## src/sv/utcd_pkg.sv

```systemverilog
`timescale 1ns / 1ps
`default_nettype none
// ----------------------------------------------------------------------------
// utcd_pkg
// Constants, widths and the month-length table for the epoch-seconds
// calendar converter.
// ----------------------------------------------------------------------------
package utcd_pkg;

	localparam int unsigned SecsW  = 32;
	localparam int unsigned UnitW  = 35;
	localparam int unsigned CntW   = 4;
	localparam int unsigned YearW  = 12;

	localparam logic [16:0] SecsPerDay  = 17'd86400;
	localparam logic [11:0] SecsPerHour = 12'd3600;
	localparam logic [5:0]  SecsPerMin  = 6'd60;
	localparam logic [YearW-1:0] FirstYear = 12'd1970;

	// Residues of the first year, used to track the leap-year rule.
	localparam logic [1:0] FirstMod4   = 2'd2;
	localparam logic [6:0] FirstMod100 = 7'd70;
	localparam logic [8:0] FirstMod400 = 9'd370;

	localparam logic [3:0] LastMonthIdx = 4'd11;

	// Top quotient bit index for the three restoring divisions.
	localparam logic [CntW-1:0] DayTopBit  = 4'd15;
	localparam logic [CntW-1:0] HourTopBit = 4'd4;
	localparam logic [CntW-1:0] MinTopBit  = 4'd5;

	// Days in month m (0 = January), with February at 29 in a leap year.
	function automatic logic [4:0] month_days(input logic [3:0] m, input logic leap);
		logic [4:0] d;
		case (m)
			4'd0:    d = 5'd31;
			4'd1:    d = leap ? 5'd29 : 5'd28;
			4'd2:    d = 5'd31;
			4'd3:    d = 5'd30;
			4'd4:    d = 5'd31;
			4'd5:    d = 5'd30;
			4'd6:    d = 5'd31;
			4'd7:    d = 5'd31;
			4'd8:    d = 5'd30;
			4'd9:    d = 5'd31;
			4'd10:   d = 5'd30;
			4'd11:   d = 5'd31;
			default: d = 5'd31;
		endcase
		return d;
	endfunction

endpackage
`default_nettype wire

```

## src/sv/utcd_sub_unit.sv

```systemverilog
`timescale 1ns / 1ps
`default_nettype none
// ----------------------------------------------------------------------------
// utcd_sub_unit
// Shared compare-and-subtract unit: gives remainder minus operand and
// whether the remainder is at least the operand.
// ----------------------------------------------------------------------------
module utcd_sub_unit
	import utcd_pkg::*;
(
	input  wire logic [SecsW-1:0] rem,
	input  wire logic [UnitW-2:0] operand,
	output logic      [SecsW-1:0] diff,
	output logic                  ge
);

	logic [UnitW-1:0] full_diff;

	assign full_diff = {{(UnitW-SecsW){1'b0}}, rem} - {1'b0, operand};
	// A clear sign bit means no borrow, so the operand fits.
	assign ge   = ~full_diff[UnitW-1];
	assign diff = full_diff[SecsW-1:0];

endmodule
`default_nettype wire

```

## src/sv/unix_time_to_calendar_date.sv

```systemverilog
`timescale 1ns / 1ps
`default_nettype none
// ----------------------------------------------------------------------------
// unix_time_to_calendar_date
// Converts an unsigned 32-bit count of seconds since 1970-01-01 00:00:00 UTC
// into Gregorian day, month, year, hour, minute and second.
// ----------------------------------------------------------------------------
//
// Channel   Direction  Handshake            Payload
// command   in         start, busy          epoch_seconds
// result    out        done (one cycle)     day_of_month, month_number,
//                                           year_number, hour_of_day,
//                                           minute_of_hour, second_of_minute
//
// A word is taken at a clock edge where start is high and busy is low; busy
// then stays high until the result word is shown. The length of a conversion
// grows with the number of years and months walked, and is set by the single
// compare-and-subtract unit, which serves every step of the conversion in turn.
// Reset clears the sequencer and the done strobe; the result ports keep
// their last word. The receiver cannot stall: done is high for exactly one
// cycle and the word must be taken then.
//
// How it works: the sequencer first runs a restoring division by 86400 (one
// quotient bit a cycle, 16 bits) to split off whole days, leaving the time of
// day in the remainder register. Two more short divisions by 3600 and 60 give
// the hour and minute, and the last remainder is the second. The day count is
// then moved into the remainder register and whole years are subtracted one
// per cycle, using 366 days for a leap year. Leap years are tracked with
// running residues modulo 4, 100 and 400, so no divider is needed. Finally
// whole months are subtracted, stopping at December at the latest.
// ----------------------------------------------------------------------------
module unix_time_to_calendar_date
	import utcd_pkg::*;
(
	input  wire logic             clk,
	input  wire logic             arst_n,
	input  wire logic             start,
	output logic                  busy,
	input  wire logic [SecsW-1:0] epoch_seconds,
	output logic                  done,
	output logic      [4:0]       day_of_month,
	output logic      [3:0]       month_number,
	output logic      [YearW-1:0] year_number,
	output logic      [4:0]       hour_of_day,
	output logic      [5:0]       minute_of_hour,
	output logic      [5:0]       second_of_minute
);

	localparam logic [2:0] StIdle  = 3'd0;
	localparam logic [2:0] StDay   = 3'd1;
	localparam logic [2:0] StHour  = 3'd2;
	localparam logic [2:0] StMin   = 3'd3;
	localparam logic [2:0] StYear  = 3'd4;
	localparam logic [2:0] StMonth = 3'd5;

	logic [2:0]       state_q;
	logic [CntW-1:0]  cnt_q;
	logic [SecsW-1:0] rem_q;
	logic [15:0]      quo_q;
	logic [15:0]      days_q;
	logic [4:0]       hour_q;
	logic [5:0]       min_q;
	logic [YearW-1:0] year_q;
	logic [1:0]       mod4_q;
	logic [6:0]       mod100_q;
	logic [8:0]       mod400_q;
	logic [3:0]       mon_q;

	logic             leap;
	logic [UnitW-2:0] operand;
	logic [SecsW-1:0] diff;
	logic             ge;
	logic [15:0]      quo_next;

	// Gregorian rule from the running residues of the current year.
	assign leap = (mod4_q == 2'd0) && ((mod100_q != 7'd0) || (mod400_q == 9'd0));

	// Operand for the shared unit, chosen by the current step.
	always_comb begin
		case (state_q)
			StDay:   operand = {{(UnitW-1-17){1'b0}}, SecsPerDay} << cnt_q;
			StHour:  operand = {{(UnitW-1-12){1'b0}}, SecsPerHour} << cnt_q;
			StMin:   operand = {{(UnitW-1-6){1'b0}}, SecsPerMin} << cnt_q;
			StYear:  operand = leap ? (UnitW-1)'(366) : (UnitW-1)'(365);
			StMonth: operand = {{(UnitW-1-5){1'b0}}, month_days(mon_q, leap)};
			default: operand = '0;
		endcase
	end

	utcd_sub_unit u_sub (
		.rem     (rem_q),
		.operand (operand),
		.diff    (diff),
		.ge      (ge)
	);

	assign quo_next = {quo_q[14:0], ge};
	assign busy     = (state_q != StIdle);

	// Sequencer and control state.
	always_ff @(posedge clk or negedge arst_n) begin
		if (!arst_n) begin
			state_q <= StIdle;
			done    <= 1'b0;
		end else begin
			done <= 1'b0;
			case (state_q)
				StIdle: begin
					if (start) begin
						state_q <= StDay;
					end
				end
				StDay: begin
					if (cnt_q == '0) begin
						state_q <= StHour;
					end
				end
				StHour: begin
					if (cnt_q == '0) begin
						state_q <= StMin;
					end
				end
				StMin: begin
					if (cnt_q == '0) begin
						state_q <= StYear;
					end
				end
				StYear: begin
					if (!ge) begin
						state_q <= StMonth;
					end
				end
				StMonth: begin
					if (!(ge && (mon_q < LastMonthIdx))) begin
						state_q <= StIdle;
						done    <= 1'b1;
					end
				end
				default: state_q <= StIdle;
			endcase
		end
	end

	// Datapath registers.
	always_ff @(posedge clk) begin
		case (state_q)
			StIdle: begin
				rem_q    <= epoch_seconds;
				cnt_q    <= DayTopBit;
				quo_q    <= '0;
				year_q   <= FirstYear;
				mod4_q   <= FirstMod4;
				mod100_q <= FirstMod100;
				mod400_q <= FirstMod400;
				mon_q    <= '0;
			end
			StDay: begin
				if (ge) begin
					rem_q <= diff;
				end
				quo_q <= quo_next;
				cnt_q <= cnt_q - 4'd1;
				if (cnt_q == '0) begin
					days_q <= quo_next;
					cnt_q  <= HourTopBit;
				end
			end
			StHour: begin
				if (ge) begin
					rem_q <= diff;
				end
				quo_q <= quo_next;
				cnt_q <= cnt_q - 4'd1;
				if (cnt_q == '0) begin
					hour_q <= quo_next[4:0];
					cnt_q  <= MinTopBit;
				end
			end
			StMin: begin
				quo_q <= quo_next;
				cnt_q <= cnt_q - 4'd1;
				if (cnt_q == '0) begin
					min_q            <= quo_next[5:0];
					// The leftover seconds are final here; park them on the port.
					second_of_minute <= ge ? diff[5:0] : rem_q[5:0];
					rem_q            <= {{(SecsW-16){1'b0}}, days_q};
				end else if (ge) begin
					rem_q <= diff;
				end
			end
			StYear: begin
				if (ge) begin
					rem_q    <= diff;
					year_q   <= year_q + 12'd1;
					mod4_q   <= mod4_q + 2'd1;
					mod100_q <= (mod100_q == 7'd99) ? 7'd0 : mod100_q + 7'd1;
					mod400_q <= (mod400_q == 9'd399) ? 9'd0 : mod400_q + 9'd1;
				end
			end
			StMonth: begin
				if (ge && (mon_q < LastMonthIdx)) begin
					rem_q <= diff;
					mon_q <= mon_q + 4'd1;
				end else begin
					day_of_month   <= rem_q[4:0] + 5'd1;
					month_number   <= mon_q + 4'd1;
					year_number    <= year_q;
					hour_of_day    <= hour_q;
					minute_of_hour <= min_q;
				end
			end
			default: begin
				cnt_q <= '0;
			end
		endcase
	end

endmodule
`default_nettype wire
```

## config.mk

```make
export PLATFORM = sky130hd
export DESIGN_NAME = unix_time_to_calendar_date
export DESIGN_NICKNAME = d
export VERILOG_FILES = /design/src/sv/utcd_pkg.sv /design/src/sv/utcd_sub_unit.sv /design/src/sv/unix_time_to_calendar_date.sv
export SDC_FILE = /design/constraint.sdc
export NUM_CORES = 1
export LEC_CHECK = 0
export BUFFER_PORTS_ARGS = -buffer_cell sky130_fd_sc_hd__clkbuf_2
export CORE_ASPECT_RATIO = 1.5
export CORE_UTILIZATION = 39
export CTS_BUF_LIST = sky130_fd_sc_hd__clkbuf_4
export DETAILED_ROUTE_END_ITERATION = 8
export GPL_ROUTABILITY_DRIVEN = 0
export SLEW_MARGIN = 0
export SYNTH_ARGS = -nofsm -noshare
export SYNTH_HDL_FRONTEND = slang
export SYNTH_SLANG_ARGS = --single-unit
```

## constraint.sdc

```tcl
create_clock -name clk -period 9.5 [get_ports clk]
set_input_delay 0.475 -clock clk [delete_from_list [all_inputs] [get_ports clk]]
set_output_delay 0.475 -clock clk [all_outputs]
set_load 0.1 [all_outputs]
```

==> flow_summary.toml, run 1 <==
[worst_hold_path]
hp-class = "primary input to register"

[sta]
setup_tns_ps = 0
fin_crit_sh_pct = 62.1
finalMaxSlewViolations = 0
clock.fmax_ghz = 0.170
grt_setup_unrepaired = "no"
final-setup-viol-count = 0
slew_headroom_pct = 36.4
clock-skew-final_ps = 29.2
hold_viol = 0
tightest_slew_ps = 952
period_needed_ps = 5900
setup_slack_ps = 3600

[setup_path]
ff2ff_setup_slack_ps = 3600
cp.arrival_ps = 6120
crit_path_end_kind = "register"
cp_max_fo = 33
crit_type = "register to register"
cp-start-kind = "register"
cp.required_ps = 9720

[yosys]
async_flop_share_pct = 2.60
yosysWarnings = 0
ys_seq_area_share_pct = 50.9
ys_types = 67
synth_fp_nets = 954
synth-seq-cells = 154
ys.flop_type = "edfxtp_1"
synth_area_um2 = 9050
synth_most_common_cell = "edfxtp_1"
synth-edff-count = 150
syn_inst = 868
netlist.area_leader.share_pct = 49.8
synth_area_leaders = "edfxtp_1 50%, ha_1 6.9%, nor2_1 4.0%"
avgSynthCellArea_um2 = 10.4
synth_common_cells = "150 x edfxtp_1, 97 x nor2_1, 85 x nand2_1"
synth_top_area_cell = "edfxtp_1"

[grt]
overflow = 0
antenna_found_initial = 1
grt_pass1_wl_mm = 35.4
grt_max_degree = 41
gr-usage-all-layers_pct = 19.1
grt_pass1_vias = 6817

[detailed_routing]
drc_errors = 0
wl_mm = 21.7
dr_total_vias = 6947
drt_pass1_iterations = 6
via_per_inst = 5.68
antenna_left = 0
wire_per_inst_um = 17.7
drt-initial-drc-count = 488

[power_and_ir_drop]
total_leakage_power_nw = 3.80
peakVddDrop_mv = 0.0623
p_sw_share_pct = 24.1
clockPowerShare_pct = 35.9
combPwrFrac_pct = 0.8
seqPwrFrac_pct = 63.3
internal-power_mw = 0.878
power_density_nw_per_um2 = 116
p_sw_mw = 0.278

[clocking]
cts_buffers = 17
cts-root-buf = "clkbuf_4"
clkSinkCount = 154
clockBufferDepth = 2
path_clk_slew_ps = 150
h-tree-depth = 4
cts_tree = "built"
clock_latency_ps = 610
postCtsSetupBuffers = 0

[floorplan]
die_width_um = 126
die_h_um = 189
io_pins = 75
rows = 67
start_util_pct = 40.1
core_area_um2 = 22600
die-area_um2 = 23800

[placement]
pre_cts_slack_ps = 3630
numPortBuffers = 74
dp_hpwl_mm = 15.3
place_area_um2 = 9710

[flow_run]
drv_cap = 0

[layout]
syn_to_final_growth_pct = 10.6
fin_nets = 1020
fin_area_um2 = 10000
fin_util_pct = 44.4
fillCellCount = 2153
drive_gt1_share_pct = 15.5

[status]
status = "complete, no violations"
## power groups by stage
stage | combinational [mW] | clock [mW] | sequential [mW]
after detailed placement | 0.00882 | 0 | 0.748
after global routing | 0.00972 | 0.452 | 0.733
after global placement | 0.00895 | 0 | 0.748
final | 0.00893 | 0.415 | 0.733
after CTS | 0.00925 | 0.428 | 0.733
after floorplan | 0.000270 | 0 | 0.748
## registers in the layout, indices dropped and copies added, names as in the netlist
| signal | cells |
|---|---|
| month_number | 4 |
| cnt_q | 4 |
| quo_q | 15 |
| mod400_q | 9 |
| mon_q | 4 |
| year_q | 12 |
| done | 1 |
| mod4_q | 2 |
| rem_q | 32 |
| mod100_q | 7 |
| day_of_month | 5 |
| hour_q | 5 |
| second_of_minute | 6 |
| days_q | 16 |
| hour_of_day | 5 |
| minute_of_hour | 6 |
| state_q | 3 |
| year_number | 12 |
| min_q | 6 |
## per-layer routing
metal	routed length [um]	global-route usage [%]	vias up
li1	-	-	3387
met1	9090	22.5	3365
met2	11400	34.2	163
met3	786	3.49	32
met4	408	7.78	0
met5	0	0	-
## timing repair
item / 4_1_cts / 5_1_grt
resized for setup: 0 / 0
endpoints found under the hold margin: 4 / 0
hold buffers: 1 / 0
## worst max-delay path: stages, from the launching register on
cell and delay [ps]:
dfrtp_1 680, clkinv_1 770, nand2_1 750, nand2_1 250, o22ai_1 220, nand2_1 70, o21ai_0 100, nand2_1 90
ha_1 390, a21o_1 210, a21o_1 160, a221oi_1 470, or2_2 220, nand3_4 260, a21oi_4 860
## stage by stage
step	std cells	hold slack (ps)	total power, mW
global route	1224	145	1.19
global placement	1190	298	0.757
floorplan	868	179	0.748
CTS	1223	124	1.17
finish	1224	172	1.16
detailed placement	1190	296	0.757
## area by class of cell
class | instances | area, um^2 | area share, %
clock buffers | 17 | 128 | 1.28
clock inverters | 15 | 159 | 1.59
well taps | 276 | 345 | 3.45
diodes | 1 | 2.50 | 0.0250
multi-input cells | 654 | 4220 | 42.2
flip-flops and latches | 154 | 4600 | 46.0
inverters | 20 | 75.1 | 0.750
repair buffers | 87 | 470 | 4.70
## logic make-up (layout without fill, tap and decap cells)
family          after synthesis  count (layout)  synth area share [%]
flops                       154             154                  50.9
buf+inv                      60             139                  2.79
xor+xnor                     53              53                  5.13
fa+ha+maj                    51              51                  7.13
simple gates                293             293                  14.9
mux                           7               7                 0.857
other cells                   0               1                     0
compound gates              250             250                  18.3
## final timing paths
| check | from | end | depth (start not counted) |
|---|---|---|---|
| setup / recovery | state_q[2]$_DFFE_PN0P_ | year_number[8]$_DFFE_PP_ | 14 |
| hold reg to reg | min_q[4]$_DFFE_PP_ | minute_of_hour[4]$_DFFE_PP_ | 0 |
| min in group asynchronous | arst_n | state_q[1]$_DFFE_PN0P_ | 2 |
| hold / removal | epoch_seconds[24] | rem_q[24]$_DFFE_PP_ | 3 |
| max in group asynchronous | arst_n | state_q[2]$_DFFE_PN0P_ | 2 |
| setup reg to reg | state_q[2]$_DFFE_PN0P_ | year_number[8]$_DFFE_PP_ | 14 |
## layout by cell type, fill, tap and decap left out, drive strengths merged, types with 3 or more instances in the layout
master,Yosys,layout
a211o,4,4
a211oi,4,4
a21boi,3,3
a21o,14,14
a21oi,56,56
a221o,4,4
a221oi,12,12
a22oi,17,17
a31oi,10,10
and2,21,21
and3,10,10
buf,12,12
clkbuf,28,91
clkinv,2,8
dfrtp,4,4
edfxtp,150,150
ha,50,50
inv,18,25
mux2,6,6
nand2,85,85
nand2b,4,4
nand3,33,33
nand4,13,13
nor2,98,98
nor2b,8,8
nor3,9,9
nor4,4,4
o21a,6,6
o21ai,70,70
o21bai,3,3
o22ai,15,15
o311ai,4,4
o31ai,8,8
or3,4,4
xnor2,28,28
xor2,25,25
No activity file was read; power rests on OpenSTA's default activity.
==> run 2, diff against run 1 <==
- ABC_AREA: default -> 1
- clock period: 9.5 -> 5.8 ns (I/O delays scaled with it)
==> run 2 against run 1 <==
Against the previous run:
- die area up 12%
- routed wire length up 27%
- utilization rose by 0.55 points
- area after synthesis is 13% higher
- maximum frequency grew 25%
- global-route usage is 2.8 points higher
- register-to-register slack worse by 2500 ps
- critical path depth rose by 2
- sequential share of layout area is 6.2 points lower
- via count is 26% higher
==> flow_summary.toml, run 2 <==
[sta]
fin_crit_sh_pct = 81.4
clock.fmax_ghz = 0.212
hold_viol = 0
final-setup-viol-count = 0
grt_setup_unrepaired = "no"
slew_headroom_pct = 42.1
tightest_slew_ps = 868
clock-skew-final_ps = 30.6
setup_tns_ps = 0
finalMaxSlewViolations = 0
hold_slack_ps = 241
setup_slack_ps = 1080
period_needed_ps = 4720

[clocking]
cts.repair.resized = 0
path_clk_slew_ps = 140
clock_latency_ps = 620
clkSinkCount = 154
clockBufferDepth = 2
cts-root-buf = "clkbuf_4"
cts_buffers = 17
postCtsSetupBuffers = 0
h-tree-depth = 4
cts_tree = "built"

[floorplan]
die-area_um2 = 26800
io_pins = 75
start_util_pct = 39.6
die_width_um = 134
rows = 72
die_h_um = 200
core_area_um2 = 25800

[worst_hold_path]
hp-class = "primary input to register"

[layout]
fin_nets = 1474
multi_input_area_um2 = 4650
reg_top3 = "rem_q x32, days_q x16, quo_q x15"
syn_to_final_growth_pct = 13.6
register_area_um2 = 4600
fillCellCount = 2650
largest_reg_flops = 32
top_register = "rem_q"
final_common_cell = "nand2_1"
drive_gt1_share_pct = 12.5
stdcell_count = 1736
final_cell_mix = "341 x nand2_1, 208 x inv_1, 150 x edfxtp_1"

[setup_path]
cp-start-kind = "register"
crit_type = "register to register"
cp_max_fo = 32
cp.arrival_ps = 4980
critPathSlowestCell = "nor2_1"
crit_chain = "nor2_1 > nor2_1 > inv_1 > nor2_1 > inv_1 > or2_2 > ha_1 > nand2_1 > nor2_2 > inv_1 > nor3_2 > nand4_4 > nand3_4 > a21oi_4 > nor2_4 > buf_4"
cp_slowest_stage_delay_ps = 620
critPathBufInv = 4
cp.required_ps = 6060
crit_path_end_kind = "register"
critPathTopFamily = "simple AND/OR/NAND/NOR gates"

[grt]
antenna_found_initial = 1
gr-usage-all-layers_pct = 21.9
grt_pass1_vias = 8699
grt_max_degree = 34
grt_pass1_wl_mm = 44.2
overflow = 0

[detailed_routing]
drt-initial-drc-count = 496
dr_total_vias = 8727
wl_mm = 27.6
antenna_left = 0
wire_per_inst_um = 15.9
via_per_inst = 5.03
drc_errors = 0
drt_pass1_iterations = 6

[placement]
dp.cells = 1668
dp_hpwl_mm = 21.1
pre_cts_slack_ps = 1110
numPortBuffers = 74

[yosys]
ys_types = 52
synth_area_um2 = 10200
syn_inst = 1277
netlist.area_leader.share_pct = 44.2
synth_common_cells = "341 x nand2_1, 209 x inv_1, 150 x edfxtp_1"
ys_seq_area_share_pct = 45.2
synth_fp_nets = 1363
synth_most_common_cell = "nand2_1"
async_flop_share_pct = 2.60
synth_area_leaders = "edfxtp_1 44%, nand2_1 13%, inv_1 7.7%"
ys.flop_type = "edfxtp_1"
synth-edff-count = 150
yosysWarnings = 0
synth_top_area_cell = "edfxtp_1"
synth-seq-cells = 154
avgSynthCellArea_um2 = 7.98

[flow_run]
drv_cap = 0

[status]
status = "complete, no violations"
==> run 2: through the flow <==
step	instance area (um^2)	utilization, %
after floorplan	10200	-
final	11600	44.9
after detailed placement	10900	42.4
after CTS	11600	44.9
after global placement	10900	42.4
after global routing	11600	44.9
==> run 2: area by class of cell <==
type                    count  share of cell area [%]
multi-input cells         880                    40.2
flip-flops and latches    154                    39.8
inverters                 217                    7.04
repair buffers            118                    6.79
well taps                 333                    3.60
clock inverters            14                    1.42
clock buffers              18                    1.17
diodes                      2                  0.0432
==> run 2: cell families after synthesis <==
| family | after synthesis | synth area share, % |
|---|---|---|
| AO/OA/AOI/OAI | 167 | 9.77 |
| XOR/XNOR | 28 | 2.41 |
| adder cells (fa/ha/maj) | 51 | 6.33 |
| buffers and inverters | 243 | 9.39 |
| flip-flops | 154 | 45.2 |
| AND/OR/NAND/NOR | 634 | 26.9 |
==> run 2: repair_timing <==
item | in CTS | in global routing
hold buffers | 34 | 0
hold endpoints to repair | 36 | 0
endpoints found under the setup margin | 0 | 0
==> run 2: layer usage <==
metal / global-route usage [%] / vias to the layer above / wire length (um)
li1: - / 4381 / -
met5: 0 / - / 0
met3: 3.71 / 78 / 1050
met4: 17.6 / 0 / 2120
met2: 39.1 / 254 / 13800
met1: 22.6 / 4014 / 10600
==> run 2: worst reg2reg max path: stages (launching register included) <==
cell     delay, ps
dfrtp_1        480
nor2_1          90
nor2_1         120
inv_1          260
nor2_1         620
inv_1          220
or2_2          350
ha_1           350
nand2_1        160
nor2_2         170
inv_1           90
nor3_2         190
nand4_4        190
nand3_4        410
a21oi_4        130
nor2_4          90
buf_4          430
==> run 2: worst paths after layout <==
path                                        startpoint                  endpoint  slack [ps]  cells after the start
max in group asynchronous                       arst_n    state_q[1]$_DFFE_PN0P_        5030                      3
min in group asynchronous                       arst_n            done$_DFF_PN0_         580                      3
worst max register to register  state_q[1]$_DFFE_PN0P_       rem_q[24]$_DFFE_PP_        1080                     16
worst max-delay path            state_q[1]$_DFFE_PN0P_       rem_q[24]$_DFFE_PP_        1080                     16
worst min-delay path                             start    state_q[2]$_DFFE_PN0P_         240                      3
worst min register to register     hour_q[4]$_DFFE_PP_  hour_of_day[4]$_DFFE_PP_         430                      0
Power of run 2 is not shown: default switching activity piles up to over one toggle a cycle in this logic, so the estimate is an artifact.
